<file path="config.mk">
export PLATFORM = sky130hd
export DESIGN_NAME = gconv_cell
export DESIGN_NICKNAME = d
export VERILOG_FILES = /design/src/rtl/gconv_pkg.sv /design/src/rtl/gconv_cell.sv
export SDC_FILE = /design/constraint.sdc
export NUM_CORES = 1
export LEC_CHECK = 0
export BUFFER_PORTS_ARGS = -buffer_cell sky130_fd_sc_hd__buf_2
export CORE_MARGIN = 1
export CORE_UTILIZATION = 40
export DETAILED_ROUTE_END_ITERATION = 10
export GPL_ROUTABILITY_DRIVEN = 0
export REMOVE_ABC_BUFFERS = 1
export SLEW_MARGIN = 20
export SYNTH_ARGS = -nofsm -noshare
export SYNTH_HDL_FRONTEND = slang
export SYNTH_SLANG_ARGS = --single-unit
</file>
<file path="constraint.sdc">
create_clock -name i_clk -period 6.9 [get_ports i_clk]
set_input_delay 1.035 -clock i_clk [delete_from_list [all_inputs] [get_ports i_clk]]
set_output_delay 1.035 -clock i_clk [all_outputs]
set_load 0.02 [all_outputs]
</file>
<file path="src/rtl/gconv_pkg.sv">
// ----------------------------------------------------------------------------
// gconv_pkg
// Shared types and constants of the streaming 3x3 grayscale convolution.
// ----------------------------------------------------------------------------
package gconv_pkg;

    localparam int PIX_W  = 8;
    localparam int TAPS   = 3;
    localparam int CFG_IDX_W = 3;

    localparam logic [CFG_IDX_W-1:0] CFG_COEF_TOP     = 3'd0;
    localparam logic [CFG_IDX_W-1:0] CFG_COEF_MID     = 3'd1;
    localparam logic [CFG_IDX_W-1:0] CFG_COEF_BOT     = 3'd2;
    localparam logic [CFG_IDX_W-1:0] CFG_FRAME_WIDTH  = 3'd3;
    localparam logic [CFG_IDX_W-1:0] CFG_FRAME_HEIGHT = 3'd4;

    typedef logic [PIX_W-1:0] t_pixel;

    typedef struct packed {
        t_pixel row_bot;
        t_pixel row_mid;
        t_pixel row_top;
    } t_column;

    typedef struct packed {
        logic            shift;
        logic            capture;
        logic [TAPS-1:0] row_ok;
        logic            col_ok;
    } t_cell_ctl;

endpackage

</file>
<file path="src/rtl/gconv_cell.sv">
// ----------------------------------------------------------------------------
// gconv_cell
// One window column: holds three pixels, hands them to its left neighbor on
// each shift, and forms the three masked tap products of its column.
// ----------------------------------------------------------------------------
module gconv_cell #(
    parameter int COEF_BITS = 16
) (
    input  logic                                      i_clk,
    input  gconv_pkg::t_cell_ctl                      i_ctl,
    input  gconv_pkg::t_column                        i_column,
    output gconv_pkg::t_column                        o_column,
    input  logic signed [COEF_BITS-1:0]               i_coef [gconv_pkg::TAPS],
    output logic signed [COEF_BITS+gconv_pkg::PIX_W:0] o_prod [gconv_pkg::TAPS]
);

    localparam int PW = COEF_BITS + gconv_pkg::PIX_W + 1;

    gconv_pkg::t_column    r_col;
    gconv_pkg::t_pixel     pix    [gconv_pkg::TAPS];
    logic signed [PW-1:0]  n_prod [gconv_pkg::TAPS];
    logic signed [PW-1:0]  r_prod [gconv_pkg::TAPS];

    assign pix[0]   = r_col.row_top;
    assign pix[1]   = r_col.row_mid;
    assign pix[2]   = r_col.row_bot;
    assign o_column = r_col;

    always_comb begin
        for (int k = 0; k < gconv_pkg::TAPS; k++) begin
            if (i_ctl.row_ok[k] && i_ctl.col_ok) begin
                n_prod[k] = PW'($signed({1'b0, pix[k]})) * PW'(i_coef[k]);
            end else begin
                n_prod[k] = '0;
            end
        end
    end

    always_ff @(posedge i_clk) begin
        if (i_ctl.shift) begin
            r_col <= i_column;
        end
        if (i_ctl.capture) begin
            for (int k = 0; k < gconv_pkg::TAPS; k++) begin
                r_prod[k] <= n_prod[k];
            end
        end
    end

    always_comb begin
        for (int k = 0; k < gconv_pkg::TAPS; k++) begin
            o_prod[k] = r_prod[k];
        end
    end

endmodule

</file>
Yosys cells after proc, flatten, opt, wreduce, memory -nomap -nowiden
Memories as Yosys holds them, arrays and structs flattened.
Index checks and enable logic that the tools add are counted.
{"block": "totals", "register_bits": 24, "n_memories": 1, "mem_bits_rw": 75, "out_inout_bits": 99}
{"name": "r_prod", "depth": 3, "word_bits": 25, "rd": 3, "rd_ports_with_merged_regs": 0, "wr": 3, "line_no": "gconv_cell.sv:22", "text": "logic signed [PW-1:0] r_prod [gconv_pkg::TAPS];"}
{"block": "classes", "n_mux": 5, "reduce_logical": 3, "mul": 3}
{"operator": "$mul 9x16->25", "n": 3}
{"operator": "$mux 25", "n": 3}
{"operator": "$logic_and 1x1->1", "n": 3}
{"operator": "$mux 1", "n": 2}

Logic depth before layout (Yosys ltp)
{"block": "depth", "ltp_word": 2, "depth_mapped": 19, "mapped_depth_nobuf": 17}

Worst setup path after synthesis
Ideal clock, no wire load.
{"block": "synth_timing", "path_kind": "input to register", "start": "in i_coef[15] (netlist bit)", "end": "mem r_prod[0][73] (netlist bit) (data pin)", "setup_slack_ns": 1.428, "t_arrival_ns": 5.337, "n_path_buf": 2, "path_stages": 16, "path_cell_list": "clkbuf_1 nand2_1 fa_1 inv_1 fa_1 fa_1 inv_1 fa_1 inv_1 ha_1 buf_2 and3_1 a221o_1 or4_1 or3_1 nand3_1"}
{"element": "start: declaration", "line_no": "gconv_cell.sv:13", "text": "input logic signed [COEF_BITS-1:0] i_coef [gconv_pkg::TAPS],"}
{"element": "end: declaration", "line_no": "gconv_cell.sv:22"}

==> flow_summary.toml <==
[status]
run_status = "finished clean"

[yosys]
yosys_warnings = 0
ys.flop_type = "edfxtp_1"
yosys.cell_types.count = 62
synth_edf_count = 99
synth.avg_cell_area_um2 = 9.262
synth-seq-cells = 99
async_reset_ff_share_pct = 0
syn-cell-area_mm2 = 0.01762
yosysSeqAreaShare_pct = 16.88
synth_cells = 1902

[die]
start_util_pct = 40.72
dieArea_mm2 = 0.04488
placementRows = 76
core_area_mm2 = 0.04327
io_pins = 178
die_width_um = 211.9
die_y_um = 211.9

[sta]
fmax_mhz = 184.5
slew_headroom_pct = 39.28
setup_viol = 0
finClkSkew_ps = 16.08
worst_slew_pin_slew_ps = 910.8
hold_slack_ps = 829.8
fin_crit_ps = 5420
fin_crit_sh_pct = 78.55
drv_slew = 0
setup-tns-final_ps = 0
rsz0062_at_grt = "no"
finalHoldViolations = 0

[cts]
post_cts_buffers = 0
clk_pin_slew_ps = 80
cts_resized = 0
clk_path_buf_depth = 2
cts_tree = "built"
root_buffer = "clkbuf_16"
cts.sink_count = 99
ctsHoldBuffers = 0
cts-buffers-inserted = 9
h-tree-depth = 3
insertion_delay_ps = 380

[placement]
numPortBuffers = 177
dp_hpwl_mm = 34.05

[cells_and_area]
seq_area_mm2 = 0.002973
fin_nets = 2578
drive_gt1_share_pct = 10.06
syn2layout_area_growth_pct = 9.893
layout_commonest_cell = "inv_1"
layout_common_cells = "inv_1, fa_1, nand2_1"
multi_input_area_mm2 = 0.01274
fillCellCount = 4257

[power_and_ir_drop]
peakVddDrop_v = 0.0002307
cellLeakagePower_nw = 9.933
power-per-cell-area_mw_per_mm2 = 424.4

[flow_run]
drv_cap = 0

[global_routing]
grt_pass1_wl_mm = 67.80
grt_pass1_vias = 13405
track_usage_pct = 19.24
grt_overflow = 0
grt_max_degree = 65
antenna_found_initial = 2

[worst_setup_path]
critPathKind = "flop to flop"
required_ps = 7030
ff2ff_path_depth = 15
worst_setup_path_end_kind = "flop"
start_kind = "flop"
worstPathArrival_ps = 5550
crit_fanout = 17

[routing]
avgViaCountPerCell = 4.987
wl_per_cell_um = 15.51
firstDrtPassIters = 7
ant_nets = 0
drtIter0Drc = 943
route.vias.total = 13141
drc_errors = 0
wl_mm = 40.87

[worst_hold_path]
min_path_cells = 1
holdCritPathClass = "input port to flop"
## synth_stat cells, types with 2 or more instances
cell type / instances / share of area (%)
a21oi_1: 56 / 1.6
buf_6: 2 / 0.13
edfxtp_1: 99 / 17
a21o_1: 19 / 0.81
a21oi_4: 2 / 0.18
o211ai_1: 7 / 0.30
o2111ai_1: 4 / 0.20
nand4_1: 9 / 0.32
nand3b_1: 2 / 0.085
or3_1: 5 / 0.18
xnor2_1: 23 / 1.1
clkbuf_1: 44 / 0.94
nor4b_1: 2 / 0.099
xor2_1: 22 / 1.1
o211a_1: 2 / 0.11
o311ai_0: 2 / 0.099
or4_1: 2 / 0.085
ha_1: 150 / 11
and3_1: 26 / 0.92
inv_1: 451 / 9.6
o21bai_1: 6 / 0.26
buf_2: 4 / 0.11
and2_1: 211 / 7.5
nor3_1: 32 / 0.91
nand3_1: 20 / 0.57
a211oi_1: 8 / 0.34
nor2_1: 58 / 1.2
a2111oi_0: 2 / 0.099
or2_2: 2 / 0.071
a31oi_1: 6 / 0.21
and4b_1: 2 / 0.11
nand2_1: 220 / 4.7
a21boi_0: 4 / 0.17
nor4_1: 3 / 0.11
nand2b_1: 4 / 0.14
fa_1: 306 / 35
o221ai_1: 2 / 0.099
and4_1: 3 / 0.15
o21ai_0: 35 / 0.99
nor2b_1: 2 / 0.071
o21a_1: 13 / 0.55
nor3b_1: 10 / 0.43
## path summary, 6_finish.rpt
path | start | to | slack, ps
min | i_column[19] | o_column[19] | 830
max | o_column[16] | r_prod[0][74] | 1480
min reg2reg | o_column[16] | r_prod[0][50] | 1130
max reg2reg | o_column[16] | r_prod[0][74] | 1480
## flip-flops by register name, summed over array words and instances (netlist names)
register	flops
o_column	24
r_prod	75
## report_power, final
group	internal, mW	total [mW]	switching (mW)
clock network	0.286	0.549	0.263
logic	2.63	6.60	3.97
registers	0.918	1.07	0.149
total	3.83	8.22	4.39
## per-layer routing
metal | up-vias | track usage (%) | wire [um]
met5 | - | 0 | 0
met4 | 0 | 5.072 | 752
met3 | 42 | 3.249 | 2227
met2 | 359 | 30.68 | 18880
met1 | 6583 | 27.04 | 19010
li1 | 6157 | - | -
## metrics by stage
step | power, mW | setup WS, ps | instance area, um2 | std cells | util (%)
after floorplan | 6.098 | 1695 | 17400 | 1851 | -
after global placement | 7.609 | 1279 | 19050 | 2617 | 44.04
after detailed placement | 7.664 | 1183 | 19050 | 2617 | 44.04
after CTS | 8.279 | 1485 | 19350 | 2633 | 44.73
after global routing | 9.243 | 1182 | 19360 | 2635 | 44.75
final | 8.217 | 1480 | 19360 | 2635 | 44.75
## critical path, cell delays in order, from the launching register on
cell and delay [ps]:
edfxtp_1 790, nand2_1 190, fa_1 590, inv_1 60, fa_1 480, fa_1 540
inv_1 50, fa_1 480, inv_1 40, ha_1 350, o211ai_1 110, o21ai_0 520
o2111ai_1 350, a211oi_1 380, o21ai_0 110, nor3b_1 150
## final cells by class
cell class / instances / share of cell area [%]
inverters: 451 / 8.744
multi-input cells: 1301 / 65.80
repair buffers: 181 / 4.744
diodes: 2 / 0.02585
clock inverters: 6 / 0.3684
well taps: 585 / 3.781
flip-flops and latches: 99 / 15.36
clock buffers: 10 / 1.183
## logic make-up (layout without fill, tap and decap cells)
group                    after synthesis  in the layout  share of synthesized area, %
AO/OA/AOI/OAI                        182            182                         6.733
XOR/XNOR                              45             45                         2.237
adder cells (fa/ha/maj)              456            456                         45.43
buffers and inverters                502            648                         10.82
flip-flops                            99             99                         16.87
multiplexers                           2              2                        0.1207
other                                  0              2                             0
AND/OR/NAND/NOR                      616            616                         17.79
Note: power is estimated with default switching activity, not from simulation.
